--- config.mk ---
export PLATFORM = sky130hd
export DESIGN_NAME = first_fit_heap_allocator
export DESIGN_NICKNAME = d
export VERILOG_FILES = /design/src/hw/rtl/ffha_pkg.sv /design/src/hw/rtl/first_fit_heap_allocator.sv /design/src/hw/rtl/ffha_table.sv
export SDC_FILE = /design/constraint.sdc
export NUM_CORES = 2
export LEC_CHECK = 0
export ABC_AREA = 1
export ABC_CLOCK_PERIOD_IN_PS = 7700
export BUFFER_PORTS_ARGS = -buffer_cell sky130_fd_sc_hd__buf_4
export CORE_ASPECT_RATIO = 0.6
export CORE_MARGIN = 1
export CORE_UTILIZATION = 24
export CTS_BUF_LIST = sky130_fd_sc_hd__clkbuf_16
export CTS_CLUSTER_DIAMETER = 80
export DETAILED_ROUTE_END_ITERATION = 10
export HOLD_SLACK_MARGIN = 0.08
export SYNTH_ARGS = -nofsm -noshare
export SYNTH_HDL_FRONTEND = slang
export SYNTH_SLANG_ARGS = --single-unit
--- constraint.sdc ---
create_clock -name clk -period 7.7 [get_ports clk]
set_clock_uncertainty 0.05 [all_clocks]
set_input_delay 1.54 -clock clk [delete_from_list [all_inputs] [get_ports clk]]
set_output_delay 1.54 -clock clk [all_outputs]
set_load 0.01 [all_outputs]
--- src/hw/rtl/ffha_pkg.sv ---
`timescale 1ns / 1ps
// shared types, codes and constants for the first-fit heap allocator
// no dependencies
package ffha_pkg;

  localparam int MAX_CHUNKS   = 64;
  localparam int HEADER_BYTES = 16;
  localparam int IDX_W        = $clog2(MAX_CHUNKS);
  localparam int LINK_W       = IDX_W + 1;
  localparam int OFF_W        = 20;
  localparam int LEN_W        = 21;

  localparam logic [LINK_W-1:0] LINK_NONE = LINK_W'(MAX_CHUNKS);
  localparam logic [LEN_W-1:0]  SIZE_CAP  = LEN_W'(1048576);
  localparam logic [LEN_W-1:0]  HDR_LEN   = LEN_W'(HEADER_BYTES);

  localparam logic       CMD_ALLOC   = 1'b0;
  localparam logic       CMD_RELEASE = 1'b1;

  localparam logic [1:0] ST_OK      = 2'd0;
  localparam logic [1:0] ST_NULL    = 2'd1;
  localparam logic [1:0] ST_BADADDR = 2'd2;

  localparam logic [1:0] REG_HEAP_BASE = 2'd0;
  localparam logic [1:0] REG_HEAP_SIZE = 2'd1;

  typedef struct packed {
    logic [OFF_W-1:0]  offset;
    logic [LEN_W-1:0]  length;
    logic              in_use;
    logic [LINK_W-1:0] next;
  } chunk_t;

  typedef struct packed {
    logic              rd_en;
    logic [IDX_W-1:0]  rd_addr;
    logic              a_we;
    logic [IDX_W-1:0]  a_addr;
    chunk_t            a_data;
    logic              b_we;
    logic [IDX_W-1:0]  b_addr;
    logic [LINK_W-1:0] b_data;
  } tbl_cmd_t;

  typedef enum logic [2:0] {
    S_INIT, S_IDLE, S_WALK, S_SPLIT, S_PREV, S_NEXT, S_WRITE, S_DONE
  } state_t;

endpackage

--- src/hw/rtl/first_fit_heap_allocator.sv ---
`timescale 1ns / 1ps
// first-fit heap allocator with coalescing: sequencer and result register
// depends on ffha_pkg and ffha_table
//
//  channel | handshake            | payload
//  --------+----------------------+-------------------------------------
//  in      | in_valid / in_ready  | cmd, req_size, release_addr
//  out     | out_valid / out_ready| status, grant_addr
//  cfg     | cfg_valid / cfg_ready| cfg_index, cfg_data
//
// one item at a time: the first entry is read as the item is accepted, then the
// chunk walk visits one chunk per table read (one table read per cycle), then
// link fixing in S_SPLIT or S_PREV / S_NEXT / S_WRITE and the result load in
// S_DONE complete the item
// reset and every config write to heap base or heap size rebuild entry 0 in S_INIT
// a waiting result holds only the final load; the walk itself never stalls
module first_fit_heap_allocator (
  input  logic        clk,
  input  logic        rst,
  input  logic        in_valid,
  output logic        in_ready,
  input  logic        cmd,
  input  logic [19:0] req_size,
  input  logic [31:0] release_addr,
  output logic        out_valid,
  input  logic        out_ready,
  output logic [1:0]  status,
  output logic [31:0] grant_addr,
  input  logic        cfg_valid,
  output logic        cfg_ready,
  input  logic [1:0]  cfg_index,
  input  logic [31:0] cfg_data
);
  import ffha_pkg::*;

  state_t state, state_next;

  logic [31:0]       heap_base;
  logic [LEN_W-1:0]  heap_size;
  logic [MAX_CHUNKS-1:0] spare;

  // item held for the walk
  logic              cmd_r;
  logic [19:0]       req_r;
  logic [31:0]       rel_r;       // release address relative to heap base

  logic [IDX_W-1:0]  walk;        // chunk whose entry is on the read port
  logic [IDX_W-1:0]  cur_idx;     // chunk being released / merged into
  chunk_t            cur;
  logic [IDX_W-1:0]  cur_gone;    // chunk absorbed by the previous one
  logic [IDX_W-1:0]  split_idx;
  chunk_t            split_chunk;
  logic [1:0]        res_status;
  logic [31:0]       res_addr;

  // index of the predecessor, kept from the walk so the merge knows its home
  logic [IDX_W-1:0]  rd_prev_idx_q;

  tbl_cmd_t          tcmd;
  chunk_t            rd_chunk;
  logic [LINK_W-1:0] rd_prev;

  ffha_table u_table (
    .clk      (clk),
    .cmd_i    (tcmd),
    .rd_chunk (rd_chunk),
    .rd_prev  (rd_prev)
  );

  // lowest spare entry
  logic              spare_hit;
  logic [IDX_W-1:0]  spare_idx;
  always_comb begin
    spare_hit = 1'b0;
    spare_idx = '0;
    for (int i = MAX_CHUNKS - 1; i >= 0; i--) begin
      if (spare[i]) begin
        spare_hit = 1'b1;
        spare_idx = IDX_W'(i);
      end
    end
  end

  logic              in_acc, cfg_acc, cfg_hit, out_free;
  assign in_acc   = in_valid && in_ready;
  assign cfg_acc  = cfg_valid && cfg_ready;
  assign cfg_hit  = cfg_acc && (cfg_index == REG_HEAP_BASE || cfg_index == REG_HEAP_SIZE);
  assign out_free = !out_valid || out_ready;
  assign in_ready = (state == S_IDLE);
  assign cfg_ready = 1'b1;

  // walk decisions on the entry just read
  logic              fit, addr_hit, found, do_split, at_end;
  logic [LEN_W:0]    need;
  assign fit      = !rd_chunk.in_use && (rd_chunk.length > {1'b0, req_r});
  assign addr_hit = ({11'd0, {1'b0, rd_chunk.offset} + HDR_LEN[OFF_W:0]} == rel_r);
  assign found    = (cmd_r == CMD_ALLOC) ? fit : addr_hit;
  assign need     = {2'b0, req_r} + {1'b0, HDR_LEN} + (LEN_W+1)'(1);
  assign do_split = ({1'b0, rd_chunk.length} >= need) && spare_hit;
  assign at_end   = (rd_chunk.next == LINK_NONE);

  // merge arithmetic
  chunk_t            merged_prev, merged_next;
  always_comb begin
    merged_prev        = rd_chunk;
    merged_prev.length = rd_chunk.length + cur.length + HDR_LEN;
    merged_prev.in_use = 1'b0;
    merged_prev.next   = cur.next;
    merged_next        = cur;
    if (!rd_chunk.in_use) begin
      merged_next.length = cur.length + rd_chunk.length + HDR_LEN;
      merged_next.next   = rd_chunk.next;
    end
  end

  logic              prev_free, next_link_ok;
  assign prev_free    = !rd_chunk.in_use;
  assign next_link_ok = (merged_prev.next != LINK_NONE);

  // next state
  always_comb begin
    state_next = state;
    case (state)
      S_INIT:  state_next = S_IDLE;
      S_IDLE:  if (in_acc) state_next = S_WALK;
      S_WALK: begin
        if (found) begin
          if (cmd_r == CMD_ALLOC) begin
            state_next = do_split ? S_SPLIT : S_DONE;
          end else if (rd_prev != LINK_NONE) begin
            state_next = S_PREV;
          end else if (!at_end) begin
            state_next = S_NEXT;
          end else begin
            state_next = S_WRITE;
          end
        end else if (at_end) begin
          state_next = S_DONE;
        end
      end
      S_SPLIT: state_next = S_DONE;
      S_PREV: begin
        if (prev_free) state_next = next_link_ok ? S_NEXT : S_WRITE;
        else state_next = (cur.next != LINK_NONE) ? S_NEXT : S_WRITE;
      end
      S_NEXT:  state_next = S_DONE;
      S_WRITE: state_next = S_DONE;
      S_DONE:  if (out_free) state_next = S_IDLE;
      default: state_next = S_INIT;
    endcase
    if (cfg_hit) state_next = S_INIT;
  end

  // table port control
  always_comb begin
    tcmd = '0;
    case (state)
      S_INIT: begin
        tcmd.a_we          = 1'b1;
        tcmd.a_addr        = '0;
        tcmd.a_data.offset = '0;
        tcmd.a_data.length = (heap_size > SIZE_CAP) ? SIZE_CAP : heap_size;
        tcmd.a_data.in_use = 1'b0;
        tcmd.a_data.next   = LINK_NONE;
        tcmd.b_we          = 1'b1;
        tcmd.b_addr        = '0;
        tcmd.b_data        = LINK_NONE;
      end
      S_IDLE: begin
        tcmd.rd_en   = in_acc;
        tcmd.rd_addr = '0;
      end
      S_WALK: begin
        if (found) begin
          if (cmd_r == CMD_ALLOC) begin
            tcmd.a_we          = 1'b1;
            tcmd.a_addr        = walk;
            tcmd.a_data        = rd_chunk;
            tcmd.a_data.in_use = 1'b1;
            if (do_split) begin
              tcmd.a_data.length = {1'b0, req_r};
              tcmd.a_data.next   = {1'b0, spare_idx};
              tcmd.b_we          = 1'b1;
              tcmd.b_addr        = spare_idx;
              tcmd.b_data        = {1'b0, walk};
            end
          end else if (rd_prev != LINK_NONE) begin
            tcmd.rd_en   = 1'b1;
            tcmd.rd_addr = rd_prev[IDX_W-1:0];
          end else if (!at_end) begin
            tcmd.rd_en   = 1'b1;
            tcmd.rd_addr = rd_chunk.next[IDX_W-1:0];
          end
        end else if (!at_end) begin
          tcmd.rd_en   = 1'b1;
          tcmd.rd_addr = rd_chunk.next[IDX_W-1:0];
        end
      end
      S_SPLIT: begin
        tcmd.a_we   = 1'b1;
        tcmd.a_addr = split_idx;
        tcmd.a_data = split_chunk;
        if (split_chunk.next != LINK_NONE) begin
          tcmd.b_we   = 1'b1;
          tcmd.b_addr = split_chunk.next[IDX_W-1:0];
          tcmd.b_data = {1'b0, split_idx};
        end
      end
      S_PREV: begin
        if (prev_free) begin
          // the released chunk folds into its free predecessor
          if (next_link_ok) begin
            tcmd.b_we    = 1'b1;
            tcmd.b_addr  = cur.next[IDX_W-1:0];
            tcmd.b_data  = {1'b0, rd_prev_idx_q};
            tcmd.rd_en   = 1'b1;
            tcmd.rd_addr = cur.next[IDX_W-1:0];
          end
        end else if (cur.next != LINK_NONE) begin
          tcmd.rd_en   = 1'b1;
          tcmd.rd_addr = cur.next[IDX_W-1:0];
        end
      end
      S_NEXT: begin
        tcmd.a_we   = 1'b1;
        tcmd.a_addr = cur_idx;
        tcmd.a_data = merged_next;
        if (!rd_chunk.in_use && rd_chunk.next != LINK_NONE) begin
          tcmd.b_we   = 1'b1;
          tcmd.b_addr = rd_chunk.next[IDX_W-1:0];
          tcmd.b_data = {1'b0, cur_idx};
        end
      end
      S_WRITE: begin
        tcmd.a_we   = 1'b1;
        tcmd.a_addr = cur_idx;
        tcmd.a_data = cur;
      end
      S_DONE:  tcmd = '0;
      default: tcmd = '0;
    endcase
  end

  // control registers
  always_ff @(posedge clk) begin
    if (rst) begin
      state     <= S_INIT;
      out_valid <= 1'b0;
      heap_base <= 32'd0;
      heap_size <= LEN_W'(65536);
    end else begin
      state <= state_next;
      if (state == S_DONE && out_free) out_valid <= 1'b1;
      else if (out_ready) out_valid <= 1'b0;
      if (cfg_acc && cfg_index == REG_HEAP_BASE) heap_base <= cfg_data;
      if (cfg_acc && cfg_index == REG_HEAP_SIZE) heap_size <= cfg_data[LEN_W-1:0];
    end
  end

  // spare map: rebuilt whenever the heap is rebuilt
  always_ff @(posedge clk) begin
    if (state == S_INIT) begin
      spare <= {{(MAX_CHUNKS-1){1'b1}}, 1'b0};
    end else if (state == S_WALK && found && cmd_r == CMD_ALLOC && do_split) begin
      spare[spare_idx] <= 1'b0;
    end else if (state == S_PREV && prev_free) begin
      spare[cur_gone] <= 1'b1;
    end else if (state == S_NEXT && !rd_chunk.in_use) begin
      spare[cur.next[IDX_W-1:0]] <= 1'b1;
    end
  end

  // datapath registers
  always_ff @(posedge clk) begin
    if (in_acc) begin
      cmd_r <= cmd;
      req_r <= req_size;
      rel_r <= release_addr - heap_base;
      walk  <= '0;
    end
    if (state == S_DONE && out_free) begin
      status     <= res_status;
      grant_addr <= res_addr;
    end
    case (state)
      S_WALK: begin
        if (found) begin
          res_status <= ST_OK;
          res_addr   <= (cmd_r == CMD_ALLOC)
                      ? heap_base + {12'd0, rd_chunk.offset} + 32'(HEADER_BYTES) : 32'd0;
          split_idx          <= spare_idx;
          split_chunk.offset <= rd_chunk.offset + OFF_W'(HEADER_BYTES) + req_r;
          split_chunk.length <= rd_chunk.length - {1'b0, req_r} - HDR_LEN;
          split_chunk.in_use <= 1'b0;
          split_chunk.next   <= rd_chunk.next;
          cur_idx        <= walk;
          cur            <= {rd_chunk.offset, rd_chunk.length, 1'b0, rd_chunk.next};
          cur_gone       <= walk;
        end else begin
          res_status <= (cmd_r == CMD_ALLOC) ? ST_NULL : ST_BADADDR;
          res_addr   <= 32'd0;
          walk       <= rd_chunk.next[IDX_W-1:0];
        end
      end
      S_PREV: begin
        if (prev_free) begin
          cur     <= merged_prev;
          cur_idx <= rd_prev_idx_q;
        end
      end
      default: ;
    endcase
  end

  always_ff @(posedge clk) begin
    if (state == S_WALK) rd_prev_idx_q <= rd_prev[IDX_W-1:0];
  end

endmodule

--- src/hw/rtl/ffha_table.sv ---
`timescale 1ns / 1ps
// chunk table: one memory for offset, length, use flag and forward link,
// one for backward links; depends on ffha_pkg
module ffha_table (
  input  logic              clk,
  input  ffha_pkg::tbl_cmd_t cmd_i,
  output ffha_pkg::chunk_t  rd_chunk,
  output logic [ffha_pkg::LINK_W-1:0] rd_prev
);
  import ffha_pkg::*;

  chunk_t            mem_a [MAX_CHUNKS];
  logic [LINK_W-1:0] mem_b [MAX_CHUNKS];

  always_ff @(posedge clk) begin
    if (cmd_i.a_we) begin
      mem_a[cmd_i.a_addr] <= cmd_i.a_data;
    end
    if (cmd_i.rd_en) begin
      rd_chunk <= mem_a[cmd_i.rd_addr];
    end
  end

  always_ff @(posedge clk) begin
    if (cmd_i.b_we) begin
      mem_b[cmd_i.b_addr] <= cmd_i.b_data;
    end
    if (cmd_i.rd_en) begin
      rd_prev <= mem_b[cmd_i.rd_addr];
    end
  end

endmodule
==> summary.md <==
| Metric | Value |
|---|---|
| Outcome | `finished, violations left` |
| Failing checks | `capacitance limit, slew limit` |
| Synth unique cells | `56` |
| Final setup violation count | `0` |
| # rows | `238` |
| WL/cell | `25.0 um` |
| Hold Crit Class | `flop to flop` |
| DIE WIDTH | `1080 um` |
| Startpoint Class | `flop` |
| First-pass GRT wire length | `788,000 um` |
| DR iter-0 viols | `19,300` |
| Share of the synthesized area in the top cell type | `0.691` |
| Most frequent cells in the layout | `edfxtp_1, nor2_1, o211ai_1, or2_2, nand3_1` |
| Async set or reset register ratio after synthesis | `0` |
| Nets | `13,200` |
| CTS Root Cell | `clkbuf_16` |
| Commonest non-fill, non-tap cell in the layout | `edfxtp_1` |
| Share of cells above drive strength 1 | `0.167` |
| Max Cap Viol | `2` |
| Crit path DAT | `7.94 ns` |
| YS warnings | `0` |
| Die area | `706,000 um^2` |
| Final min period | `7.42 ns` |
| Cell Area, Synth | `169,000 um^2` |
| Maximum vdd drop | `0.000282 V` |
| Worst-margin pin slew | `1.50 ns` |
| Synth Flop Type | `edfxtp_1` |
| Max FO, Critical Path | `8` |
| Initial antenna violation count | `18` |
| Via count | `114,000` |
| Crit. End Element | `flop` |
| Flop pwr share | `0.407` |
| Total I/O pin count | `129` |
| Fin Setup TNS | `0 ns` |
| DRT Pass-1 Iters | `8` |
| Worst path required time | `8.22 ns` |
| H-tree depth | `5` |
| Mapped Nets | `13,100` |
| HPWL Detailed | `323,000 um` |
| Int Power | `0.0429 W` |
| Clock Latency Late Sink | `0.98 ns` |
| Pre-CTS setup slack | `0.367 ns` |
| Routed wire length | `564,000 um` |
| Starting Density | `0.241` |
| Max Slew Vio Count | `1` |
| Critical path class | `flop to flop` |
| Clock slew at reported path FFs | `0.08 ns` |
| Clock Power Share | `0.254` |
| Largest net degree at the start of global routing | `188` |
| Part of the cycle the worst path needs | `0.964` |
| Area Overhead vs Synth | `16.0%` |
| CTS tree | `done` |
| Pleak | `65.4 nW` |
| Post-synth EDFFs | `3,881` |
| Total gr overflow | `0` |
| Sw Ratio | `0.375` |
| Total chip power | `0.0687 W` |
| Antenna-violating nets left | `0` |
| Combinational share of power | `0.339` |
| Via density per instance | `5.08` |
| PwrDens | `351 nW/um^2` |
| Final Worst Setup Slack | `0.278 ns` |
| Synth Area per Inst | `13.2 um^2` |
| Die Span Y | `651 um` |
| Endpoints failing hold | `0` |
| Number of global-route vias before repair | `103,000` |
| Worst hold slack | `0.371 ns` |
| CTS Buf Count | `337` |
| Core box area | `700,000 um^2` |
| Clock sink count | `4,008` |
| RSZ-0062 raised after global routing | `yes` |
| Post-synthesis register bit count | `4,008` |
| Multi-input gate area | `46,300 um^2` |
| DRC errors left | `0` |
| Area leader, netlist | `edfxtp_1` |
| Slew headroom | `-0.00699` |
| Total GRT Usage | `0.152` |
| Synth top area cells | `edfxtp_1, o211ai_1, nor2_1` |
| Mapped Cells | `12,800` |
| GPL Wtd Cong | `0.924` |
| Seq. cell area | `119,000 um^2` |
| Sequential-to-total area share from yosys stat | `0.706` |
| Maximum clock frequency | `0.135 GHz` |
| Fillers | `70,700` |
| Sw Pwr | `0.0258 W` |
| IO buf count | `127` |
| Clock Tree Buf Depth | `4` |
-- cell usage after synthesis (2+ instances only) --
master / instances
xor2_1: 106
o2111ai_1: 11
buf_1: 106
a32o_1: 3
o31ai_1: 455
nand4_1: 51
nand2_4: 2
dfxtp_1: 127
a2111oi_0: 2
nor3_1: 61
edfxtp_1: 3881
o211ai_1: 1364
nor4_1: 15
buf_2: 136
a31oi_1: 17
clkinv_1: 4
nand3_1: 603
a221oi_1: 13
inv_1: 385
o221ai_1: 9
a211oi_1: 10
a21oi_1: 275
nand2_1: 546
a21o_1: 6
or2_2: 898
inv_2: 4
fa_1: 7
a22oi_1: 28
nor4b_1: 2
buf_4: 3
and2_1: 2
nor3b_1: 2
o21bai_1: 45
o21ai_1: 2
o21a_1: 5
nand3_2: 4
o311ai_0: 451
o21ai_0: 170
clkbuf_1: 621
ha_1: 225
nor2_1: 2112
xnor2_1: 32
-- stage by stage --
stage	instances	area (um^2)	utilization
final	22500	196000	0.279
after global routing	22500	196000	0.279
after CTS	22500	195000	0.279
after detailed placement	21900	185000	0.264
after global placement	21900	185000	0.263
after floorplan	12800	169000	-
-- worst paths after layout --
path | to | depth (start not counted) | startpoint | slack (ns)
worst max-delay path | u_table.mem_b[10][5] | 25 | req_r[2] | 0.28
worst max register to register | u_table.mem_b[10][5] | 25 | req_r[2] | 0.28
worst min register to register | grant_addr[7] | 0 | res_addr[7] | 0.37
worst min-delay path | grant_addr[7] | 0 | res_addr[7] | 0.37
-- layer usage --
metal  track usage  part of all wire  routed length (um)
met1         0.237              0.45              254000
met2         0.200              0.39              219000
met3        0.0480              0.14               78600
met4        0.0319             0.023               13100
met5             0          0.000023                  13
-- state kept, by name (all words and copies together), names as in the netlist, 6 cells and up --
signal and flops:
u_table.mem_b 448, walk 6, res_addr 32, cur_idx 6, rd_prev_idx_q 6, u_table.rd_chunk 49, grant_addr 32, u_table.mem_a 3136
rel_r 32, spare 64, heap_size 21, cur_gone 6, split_idx 6, heap_base 32, req_r 20, u_table.rd_prev 7
split_chunk 48, cur 48
-- critical path, stage by stage (launching register included) --
cell and delay, ns:
edfxtp_1 0.46, inv_1 0.15, nor3_1 0.37, nand2_1 0.12
nand2_1 0.12, nand3_1 0.13, nor2_1 0.20, nand3_1 0.15
nor2_1 0.22, nand3_1 0.17, or3_1 0.40, nor3_1 0.20
xor2_1 0.10, ha_1 0.32, nand3_1 0.13, or4_1 0.54
o311ai_1 0.41, buf_4 0.22, nand2_1 0.07, nor2_1 0.45
nand2_1 0.14, nand2_1 0.42, inv_1 0.12, nor2_1 0.23
nand3_2 0.52, nor2_2 0.60
-- logic make-up (layout without fill, tap and decap cells) --
group	count (synthesis)	count (layout)	synth area share
other	1	9	0.0000222
buffers and inverters	1259	1613	0.0291
AOI/OAI and AO/OA	2875	2875	0.125
DFF	4008	4008	0.706
xor gates and xnor gates	138	138	0.00716
adders and majority gates	232	232	0.0175
and+or+nand+nor	4302	4302	0.115
-- power groups by stage --
stage	registers, W	logic [W]	clock network [W]
final	0.0280	0.0233	0.0174
after global routing	0.0280	0.0250	0.0184
after CTS	0.0279	0.0228	0.0176
after detailed placement	0.0283	0.0227	0
after global placement	0.0283	0.0224	0
after floorplan	0.0280	0.0138	0
-- what timing repair did --
item | 4_1_cts | 5_1_grt
buffers inserted | 0 | 2
setup endpoints to repair | 0 | 423
hold buffers | 0 | 0
gates resized for setup | 0 | 89
-- area by class of cell --
class                      count  share of cell area
sequential                  4008               0.608
clock inverter               273              0.0116
multi-input combinational   7548               0.236
timing repair buffer         606              0.0322
inverter                     393             0.00775
tap                         9360              0.0598
clock buffer                 341              0.0436
antenna                        8            0.000102
Power figures use the tool's default switching activity.
